===== config.mk =====
export PLATFORM = sky130hd
export DESIGN_NAME = sorted_list_with_cursor_unit
export DESIGN_NICKNAME = d
export VERILOG_FILES = /design/src/sv/slc_pkg.sv /design/src/sv/slc_store.sv /design/src/sv/sorted_list_with_cursor_unit.sv
export SDC_FILE = /design/constraint.sdc
export NUM_CORES = 2
export LEC_CHECK = 0
export BUFFER_PORTS_ARGS = -buffer_cell sky130_fd_sc_hd__buf_2
export CAP_MARGIN = 20
export CORE_MARGIN = 10
export CORE_UTILIZATION = 30
export CTS_BUF_LIST = sky130_fd_sc_hd__clkbuf_4 sky130_fd_sc_hd__clkbuf_8
export DETAILED_ROUTE_END_ITERATION = 8
export PLACE_DENSITY = 0.45
export SYNTH_ARGS = -nofsm -noshare
export SYNTH_HDL_FRONTEND = slang
export SYNTH_HIERARCHICAL = 1
export SYNTH_SLANG_ARGS = --single-unit

===== constraint.sdc =====
create_clock -name clk -period 15.3 [get_ports clk]
set_input_delay 1.53 -clock clk [delete_from_list [all_inputs] [get_ports clk]]
set_output_delay 1.53 -clock clk [all_outputs]
set_load 0.02 [all_outputs]

===== src/sv/slc_pkg.sv =====
`default_nettype none
// ----------------------------------------------------------------------------
// slc_pkg: shared types and constants of the sorted list with cursor
// Holds the command and status codes, the transaction payload structs and the
// request struct of the entry store.
// ----------------------------------------------------------------------------
package slc_pkg;

  localparam int CAPACITY = 64;
  localparam int IDX_W    = $clog2(CAPACITY);
  localparam int CNT_W    = $clog2(CAPACITY + 1);
  localparam int DATA_W   = 32;

  typedef enum logic [2:0] {
    CMD_INSERT = 3'd0,
    CMD_DELETE = 3'd1,
    CMD_FIRST  = 3'd2,
    CMD_LAST   = 3'd3,
    CMD_NEXT   = 3'd4,
    CMD_PREV   = 3'd5,
    CMD_READ   = 3'd6
  } cmd_t;

  localparam logic [1:0] ST_OK   = 2'd0;
  localparam logic [1:0] ST_MISS = 2'd1;
  localparam logic [1:0] ST_FULL = 2'd2;

  typedef struct packed {
    logic [2:0]               cmd;
    logic signed [DATA_W-1:0] value;
  } in_item_t;

  typedef struct packed {
    logic [1:0]               status;
    logic signed [DATA_W-1:0] cursor_value;
    logic                     cursor_valid;
    logic [CNT_W-1:0]         entry_count;
  } out_item_t;

  typedef struct packed {
    logic                     we;
    logic [IDX_W-1:0]         waddr;
    logic signed [DATA_W-1:0] wdata;
    logic [IDX_W-1:0]         raddr;
  } mem_req_t;

endpackage
`default_nettype wire


===== src/sv/slc_store.sv =====
`default_nettype none
// ----------------------------------------------------------------------------
// slc_store: entry store of the sorted list
// Single-port-write, single-port-read memory with registered read data.
// ----------------------------------------------------------------------------
module slc_store (
  input  wire logic                             clk,
  input  wire slc_pkg::mem_req_t                req,
  output logic signed [slc_pkg::DATA_W-1:0]     rd_data
);
  import slc_pkg::*;

  logic signed [DATA_W-1:0] mem [CAPACITY];
  logic signed [DATA_W-1:0] rd_data_r;

  // Read returns the old contents on an address collision.
  always_ff @(posedge clk) begin
    if (req.we) begin
      mem[req.waddr] <= req.wdata;
    end
    rd_data_r <= mem[req.raddr];
  end

  assign rd_data = rd_data_r;

endmodule
`default_nettype wire


===== src/sv/sorted_list_with_cursor_unit.sv =====
`default_nettype none
// ----------------------------------------------------------------------------
// sorted_list_with_cursor_unit: sorted list of signed values with a cursor
// Keeps up to CAPACITY signed 32-bit entries in nondecreasing order in an
// on-chip memory, walked one entry per cycle by a small sequencer.
// ----------------------------------------------------------------------------
// Usage:
//   Input channel (in_valid / in_stall / in_data) carries one command
//   transaction: insert, delete, cursor first/last/next/previous, read.
//   Output channel (out_valid / out_stall / out_data) returns exactly one
//   result transaction per command: status, entry under the cursor, cursor
//   valid flag and entry count after the command.
//   Cursor and read commands go from acceptance through S_FETCH and
//   S_EMIT to a registered result. Insert and delete scan the memory
//   from entry 0 to the target position and then shift the tail, one
//   entry per cycle through the single read and single write port.
//   One command is in work at a time; in_stall is high until the result
//   is loaded into the output register.
//   A result waiting in the output register does not block the next command;
//   a second result waits in the sequencer until the receiver takes the first.
//   Reset empties the list and invalidates the cursor; memory contents are
//   not cleared, since only entries below the count are ever used.
// ----------------------------------------------------------------------------
module sorted_list_with_cursor_unit (
  input  wire logic               clk,
  input  wire logic               rst_n,
  input  wire logic               in_valid,
  output logic                    in_stall,
  input  wire slc_pkg::in_item_t  in_data,
  output logic                    out_valid,
  input  wire logic               out_stall,
  output slc_pkg::out_item_t      out_data
);
  import slc_pkg::*;

  typedef enum logic [2:0] {
    S_IDLE,   // wait for a command
    S_SCAN,   // search for first entry >= value
    S_UP,     // shift tail up by one for insert
    S_PUT,    // write inserted value
    S_DOWN,   // shift tail down by one for delete
    S_DROP,   // finish delete
    S_FETCH,  // read entry under cursor
    S_EMIT    // load output register
  } state_t;

  state_t                   state_r, state_nxt;
  logic [2:0]               cmd_r, cmd_nxt;
  logic signed [DATA_W-1:0] value_r, value_nxt;
  logic [CNT_W-1:0]         count_r, count_nxt;
  logic [IDX_W-1:0]         cur_r, cur_nxt;
  logic                     cur_ok_r, cur_ok_nxt;
  logic [CNT_W-1:0]         idx_r, idx_nxt;
  logic [CNT_W-1:0]         pos_r, pos_nxt;
  logic [1:0]               status_r, status_nxt;
  out_item_t                out_r, out_nxt;
  logic                     out_valid_r, out_valid_nxt;

  mem_req_t                 req;
  logic signed [DATA_W-1:0] rd_data;

  logic [CNT_W-1:0]         cur_ext;
  logic [CNT_W-1:0]         idx_p1, idx_p2, count_m1, scan_pos;
  logic                     ge, scan_stop, accept;

  slc_store u_store (
    .clk     (clk),
    .req     (req),
    .rd_data (rd_data)
  );

  assign accept   = in_valid && (state_r == S_IDLE);
  assign cur_ext  = CNT_W'(cur_r);
  assign idx_p1   = idx_r + CNT_W'(1);
  assign idx_p2   = idx_r + CNT_W'(2);
  assign count_m1 = count_r - CNT_W'(1);
  assign ge        = (rd_data >= value_r);
  assign scan_stop = ge || (idx_p1 == count_r);
  assign scan_pos  = ge ? idx_r : count_r;

  always_comb begin
    state_nxt     = state_r;
    cmd_nxt       = cmd_r;
    value_nxt     = value_r;
    count_nxt     = count_r;
    cur_nxt       = cur_r;
    cur_ok_nxt    = cur_ok_r;
    idx_nxt       = idx_r;
    pos_nxt       = pos_r;
    status_nxt    = status_r;
    out_nxt       = out_r;
    out_valid_nxt = out_valid_r;
    // Default read address tracks the cursor so S_EMIT holds its data.
    req.we        = 1'b0;
    req.waddr     = idx_r[IDX_W-1:0];
    req.wdata     = rd_data;
    req.raddr     = cur_r;

    // Drop the result once the receiver takes it.
    if (out_valid_r && !out_stall) begin
      out_valid_nxt = 1'b0;
    end

    unique case (state_r)
      S_IDLE: begin
        if (accept) begin
          cmd_nxt    = in_data.cmd;
          value_nxt  = in_data.value;
          status_nxt = ST_OK;
          state_nxt  = S_FETCH;
          case (in_data.cmd) inside
            CMD_INSERT, CMD_DELETE: begin
              if (in_data.cmd == CMD_INSERT && count_r == CNT_W'(CAPACITY)) begin
                status_nxt = ST_FULL;
              end else if (count_r == '0) begin
                pos_nxt = '0;
                if (in_data.cmd == CMD_INSERT) begin
                  state_nxt = S_PUT;
                end else begin
                  status_nxt = ST_MISS;
                end
              end else begin
                idx_nxt   = '0;
                req.raddr = '0;
                state_nxt = S_SCAN;
              end
            end
            CMD_FIRST, CMD_LAST: begin
              if (count_r == '0) begin
                cur_ok_nxt = 1'b0;
                cur_nxt    = '0;
                status_nxt = ST_MISS;
              end else begin
                cur_ok_nxt = 1'b1;
                cur_nxt    = (in_data.cmd == CMD_FIRST) ? '0 : count_m1[IDX_W-1:0];
              end
            end
            CMD_NEXT: begin
              if (!cur_ok_r) begin
                status_nxt = ST_MISS;
              end else if (cur_ext + CNT_W'(1) >= count_r) begin
                cur_ok_nxt = 1'b0;
                cur_nxt    = '0;
              end else begin
                cur_nxt = cur_r + IDX_W'(1);
              end
            end
            CMD_PREV: begin
              if (!cur_ok_r) begin
                status_nxt = ST_MISS;
              end else if (cur_r == '0) begin
                cur_ok_nxt = 1'b0;
              end else begin
                cur_nxt = cur_r - IDX_W'(1);
              end
            end
            CMD_READ: begin
              status_nxt = cur_ok_r ? ST_OK : ST_MISS;
            end
            default: begin
            end
          endcase
        end
      end

      S_SCAN: begin
        // rd_data holds entry idx_r here.
        if (scan_stop) begin
          pos_nxt = scan_pos;
          if (cmd_r == CMD_INSERT) begin
            if (scan_pos == count_r) begin
              state_nxt = S_PUT;
            end else begin
              idx_nxt   = count_r;
              req.raddr = count_m1[IDX_W-1:0];
              state_nxt = S_UP;
            end
          end else if (!(ge && rd_data == value_r)) begin
            status_nxt = ST_MISS;
            state_nxt  = S_FETCH;
          end else if (idx_p1 == count_r) begin
            state_nxt = S_DROP;
          end else begin
            req.raddr = idx_p1[IDX_W-1:0];
            state_nxt = S_DOWN;
          end
        end else begin
          idx_nxt   = idx_p1;
          req.raddr = idx_p1[IDX_W-1:0];
        end
      end

      S_UP: begin
        // Move entry idx_r-1 to idx_r, prefetch the one below it.
        req.we    = 1'b1;
        req.waddr = idx_r[IDX_W-1:0];
        req.wdata = rd_data;
        idx_nxt   = idx_r - CNT_W'(1);
        req.raddr = idx_nxt[IDX_W-1:0] - IDX_W'(1);
        if (idx_nxt == pos_r) begin
          state_nxt = S_PUT;
        end
      end

      S_PUT: begin
        req.we    = 1'b1;
        req.waddr = pos_r[IDX_W-1:0];
        req.wdata = value_r;
        count_nxt = count_r + CNT_W'(1);
        if (cur_ok_r && cur_ext >= pos_r) begin
          cur_nxt = cur_r + IDX_W'(1);
        end
        state_nxt = S_FETCH;
      end

      S_DOWN: begin
        // Move entry idx_r+1 to idx_r, prefetch the one after it.
        req.we    = 1'b1;
        req.waddr = idx_r[IDX_W-1:0];
        req.wdata = rd_data;
        idx_nxt   = idx_p1;
        req.raddr = idx_p2[IDX_W-1:0];
        if (idx_p2 == count_r) begin
          state_nxt = S_DROP;
        end
      end

      S_DROP: begin
        count_nxt = count_m1;
        if (cur_ok_r) begin
          if (cur_ext == pos_r) begin
            cur_ok_nxt = 1'b0;
            cur_nxt    = '0;
          end else if (cur_ext > pos_r) begin
            cur_nxt = cur_r - IDX_W'(1);
          end
        end
        state_nxt = S_FETCH;
      end

      S_FETCH: begin
        state_nxt = S_EMIT;
      end

      S_EMIT: begin
        // Hold here while a previous result is still stalled.
        if (!out_valid_r || !out_stall) begin
          out_nxt.status       = status_r;
          out_nxt.cursor_value = cur_ok_r ? rd_data : '0;
          out_nxt.cursor_valid = cur_ok_r;
          out_nxt.entry_count  = count_r;
          out_valid_nxt        = 1'b1;
          state_nxt            = S_IDLE;
        end
      end

      default: begin
        state_nxt = S_IDLE;
      end
    endcase
  end

  always_ff @(posedge clk) begin
    if (!rst_n) begin
      state_r     <= S_IDLE;
      count_r     <= '0;
      cur_r       <= '0;
      cur_ok_r    <= 1'b0;
      out_valid_r <= 1'b0;
    end else begin
      state_r     <= state_nxt;
      count_r     <= count_nxt;
      cur_r       <= cur_nxt;
      cur_ok_r    <= cur_ok_nxt;
      out_valid_r <= out_valid_nxt;
    end
    cmd_r    <= cmd_nxt;
    value_r  <= value_nxt;
    idx_r    <= idx_nxt;
    pos_r    <= pos_nxt;
    status_r <= status_nxt;
    out_r    <= out_nxt;
  end

  assign in_stall  = (state_r != S_IDLE);
  assign out_valid = out_valid_r;
  assign out_data  = out_r;

endmodule
`default_nettype wire

; After elaboration in Yosys (flattened, before gate mapping)
; Memory sizes are Yosys's and may differ from the RTL's. A register that Yosys moved wholly into a read port is not among the register bits.
; Cells that the tools add are included.
[word_totals]
regBits = 111
ram_bits = 2048
input_bits = 39
wordCells = 191
memories = 1
[mem_list]
columns = name, depth, width, read_ports, rd_ports_with_merged_regs, write_ports, line_no
row1 = u_store.mem, 64, 32, 1, 1, 1, slc_store.sv:13  ; logic signed [DATA_W-1:0] mem [CAPACITY];
[op_classes]
add_sub_neg = 9
order_cmp = 4
n_eq_ne = 41
mux = 90
n_reduce_logical = 32
[ops]
columns = cell, n
row1 = $mux 6, 24
row2 = $mux 7, 13
row3 = $pmux 39 s2, 1
row4 = $eq 32x32->1, 1
row5 = $ge 32x32->1, 1
row6 = $mux 3, 10
row7 = $eq 7x7->1, 4
row8 = $pmux 7 s2, 2
row9 = $pmux 7 s4, 1
row10 = $mux 1, 27
row11 = $ne 2x2->1 const B, 12
row12 = $pmux 6 s4, 1
row13 = $eq 3x3->1 const B, 7
row14 = $pmux 3 s7, 1
row15 = $pmux 6 s3, 1
row16 = $add 7x1->7 const B, 2
row17 = $mux 2, 7
row18 = $sub 7x1->7 const B, 2
row19 = $eq 3x2->1 const B, 4
row20 = $ne 4x3->1 const B, 3
row21 = $sub 6x1->6 const B, 2
row22 = $reduce_and 10->1, 1
row23 = $reduce_and 5->1, 2
row24 = $logic_not 3->1, 3
row25 = 27 further kinds, 44

; Depth between registers and ports, before layout
[depth]
word_depth = 9
ltp_mapped = 23
ltp_nobuf = 17

; By module
; Netlist, hierarchy kept.
[modules_own_cells]
columns = module, n_inst, cells_each, area_per_inst_um2, seq_area_each_um2
row1 = slc_store, 1, 3511, 79039.6, 62139.6
row2 = sorted_list_with_cursor_unit, 1, 822, 7567.3, 3153.0

; Worst setup path after synthesis
; Ideal clock, no wire load.
[synth_path]
path_kind = reg2reg
start = reg idx_r[0] (netlist name)
end = reg out_r, in the netlist out_data[0], enable pin
setup_time_ps = 443
arrival_ps = 4612
required_ps = 14857
path_slack_ps = 10245
path_stages_with_launch = 14
n_path_buf = 3
synth_period_minus_slack_ps = 5055
cell_sequence = edfxtp_1 > buf_2 > inv_1 > ha_1 > clkbuf_1 > xor2_1 > or4_4 > nor4_1 > a2111oi_0 > or2_1 > buf_6 > nand2_1 > nand2_1 > nor2_1
[synth_rtl]
columns = item, line_no
row1 = end signal: assignment, sorted_list_with_cursor_unit.sv:282  ; out_r <= out_nxt;
row2 = end: declaration, sorted_list_with_cursor_unit.sv:56  ; out_item_t out_r, out_nxt;

==> results_dict.tcl <==
set metrics [dict create \
    grt_pass1_wl_um 378000 \
    gp_congestion 0.818 \
    rrSetupSlack_ps 7010 \
    leakage_uw 0.0309 \
    synth-async-reset-ratio_pct 0 \
    maxCapViolCount 0 \
    setup_violations 0 \
    synth.net_count 4428 \
    cts_resized 0 \
    r2r_cells 19 \
    ys_ff_latch 2191 \
    ys_top_cells_by_count "2,141 x edfxtp_1, 446 x mux4_2, 199 x mux2i_1" \
    clk-insertion-delay-late_ps 1000 \
    cts_buffers 375 \
    start_util_pct 30.1 \
    netlist_area_sq_um 86600 \
    hp-class "flop to flop" \
    fill_cells 26872 \
    slew_headroom_pct 12.0 \
    synth_area_leader_cell "edfxtp_1" \
    cp-startpoint "idx_r[0]" \
    end_kind "flop" \
    dpl.hpwl_um 153000 \
    cts_sinks 2191 \
    vias 45457 \
    die_h_um 557 \
    path_cells "inv_1 > ha_1 > xor2_1 > or4_4 > nor4_1 > a2111oi_0 > nor2_1 > nand2_1 > a221oi_1 > a21oi_1 > nor2_4 > buf_4 > buf_4 > buf_4 > mux4_2 > o22ai_1 > nor2_1 > nand2_1 > a21oi_1" \
    finalMaxSlewViolations 0 \
    die_area_sq_um 311000 \
    yosysSeqAreaShare_pct 75.4 \
    yosysUniqueCellTypes 79 \
    synth_cells 4333 \
    run_status "completed" \
    cp-start-kind "flop" \
    area_delta_synth_final_pct 15.4 \
    place_area_sq_um 92600 \
    yosysWarnings 6 \
    critPathMaxFanout 45 \
    grt_pass1_vias 46191 \
    routed_wirelength_um 274000 \
    critPathKind "flop to flop" \
    max_freq_ghz 0.121 \
    finalSetupTns_ps 0 \
    critPathArrivalTime_ps 9080 \
    rsz0062_at_grt "false" \
    dpl.cell_count 8113 \
    synth_area_leaders "edfxtp_1 74%, mux4_2 12%, mux2i_1 2.3%" \
    hp-start "out_valid" \
    fp.dieW_um 557 \
    vdd_ir_drop_max_v 0.000199 \
    synth_ff_type "edfxtp_1" \
    clk_pin_slew_worst_paths_ps 60 \
    layout_min_cycle_time_ps 8290 \
    final_hold_viol_count 0 \
    layout-drive-gt1-share_pct 28.5 \
    slowest_stage "buf_4" \
    first_pass_iters 6 \
    gr-total-overflow 0 \
    stdcell_area_sq_um 99900 \
    final.setup_skew_ps 77.6 \
    rows 197 \
    fin_hold_ws_ps 503 \
    route.detailed.drc 0 \
    drt_iter0_markers 4819 \
    cts_setup_buffers 0 \
    nets 4806 \
    portBuffers 82 \
    seq_area_sq_um 65300 \
    min_to "out_valid" \
    cts_buffer_depth 4 \
    hold_buffers 0 \
    pin_count 83 \
    antenna_found_initial 25 \
    synth_enable_flop_cells 2141 \
    track_usage_pct 17.1 \
    tightest_slew_ps 1320 \
    yosysMostFrequentCell "edfxtp_1" \
    cts_tree "done" \
    core-area_sq_um 288000 \
    timing.rr.start "idx_r[0]" \
    final_cells 8805 \
    hold_depth 2 \
    cp_top_family "simple AND/OR/NAND/NOR gates" \
    post_drt_wl_per_cell_um 31.1 \
    cpPeakStageDelay_ps 720 \
    crit_top_cell "buf_4" \
    post_drt_via_cell_ratio 5.16 \
    grt_max_degree 97 \
    ant_nets 0 \
    power_density_nw_per_um2 233 \
    crit_required_ps 16100 \
    min_period_over_period_pct 54.2 \
    h-tree-depth 5 \
    critPathBufInv 4 \
    multi_input_area_sq_um 20600 \
    timing.rr.end "u_store/rd_data[18]" \
    synth_top_area_share_pct 74.2 \
    syn_area_per_cell_sq_um 20.0 \
    cts_root_buffer "clkbuf_8" \
]
flip-flops by register name (all words and copies together) (netlist names):
| register | cells |
|---|---|
| count_r | 7 |
| out_valid | 1 |
| idx_r | 7 |
| cur_ok_r | 1 |
| u_store/rd_data | 32 |
| value_r | 32 |
| status_r | 2 |
| out_data | 42 |
| cmd_r | 3 |
| state_r | 3 |
| cur_r | 6 |
| pos_r | 7 |
| u_store/mem | 2048 |
cell families after synthesis:
family / Yosys count / synth area share, %
xor gates and xnor gates: 59 / 0.618
adders and majority gates: 56 / 0.809
buffers and inverters: 314 / 1.99
and+or+nand+nor: 525 / 2.96
AOI/OAI and AO/OA: 543 / 4.33
muxes: 645 / 13.9
DFF: 2191 / 75.4
metal layers:
layer	wire length [um]	part of all wire (%)	track usage, %
met1	120000	44	23.7
met2	129000	47	27.8
met3	18500	6.8	3.28
met4	6020	2.2	4.11
met5	69	0.025	0
worst max-delay path by stage:
stage	cells past startpoint	slack, ps	endpoint
after floorplan	13	10250	out_data[0]
after global placement	18	6990	u_store/rd_data[16]
after detailed placement	19	6990	u_store/rd_data[18]
after CTS	19	6950	u_store/rd_data[18]
after global routing	19	6660	u_store/rd_data[18]
final	19	7010	u_store/rd_data[18]
layout make-up:
cell class              instances  area share [%]
inverters                      62           0.238
multi-input cells            1828            20.6
repair buffers                253            1.83
well taps                    3781            4.73
clock inverters               146           0.840
flip-flops and latches       2191            65.3
clock buffers                 525            6.36
diodes                         19          0.0476
where the power goes:
part           total, uW  internal, uW  switching [uW]
clock               5180          2780            2400
sequential          8120          7930             184
combinational      10000          3100            6930
total              23300         13800            9510
stage by stage:
stage / util (%) / setup slack, ps / total power (uW)
after CTS: 34.7 / 6950 / 23600
after global routing: 34.7 / 6660 / 24300
after detailed placement: 32.2 / 6990 / 18400
final: 34.7 / 7010 / 23300
after floorplan: - / 10250 / 13900
after global placement: 32.2 / 6990 / 18300
tightest hold or removal path, cell delays in order, from the launching register on:
cell and delay [ps]:
dfxtp_1 330, nand2_1 60, a21boi_0 60
placed cells by master (no fill, tap or decap), types with 23 or more instances in the layout:
master	instances
edfxtp_1	2141
mux4_2	446
clkbuf_8	386
mux2i_1	199
buf_4	158
clkbuf_4	139
nand2_1	129
a22oi_1	129
clkinv_1	90
buf_2	83
nand3_1	74
nor2_4	70
nor2_1	68
o21ai_0	64
a21oi_1	61
inv_1	59
ha_1	56
dfxtp_1	50
o22ai_1	49
and2_1	42
xnor2_1	40
clkinv_2	36
o21ai_4	32
o221ai_1	25
a31oi_1	25
a211oi_1	23
Note: power is estimated with default switching activity, not from simulation.
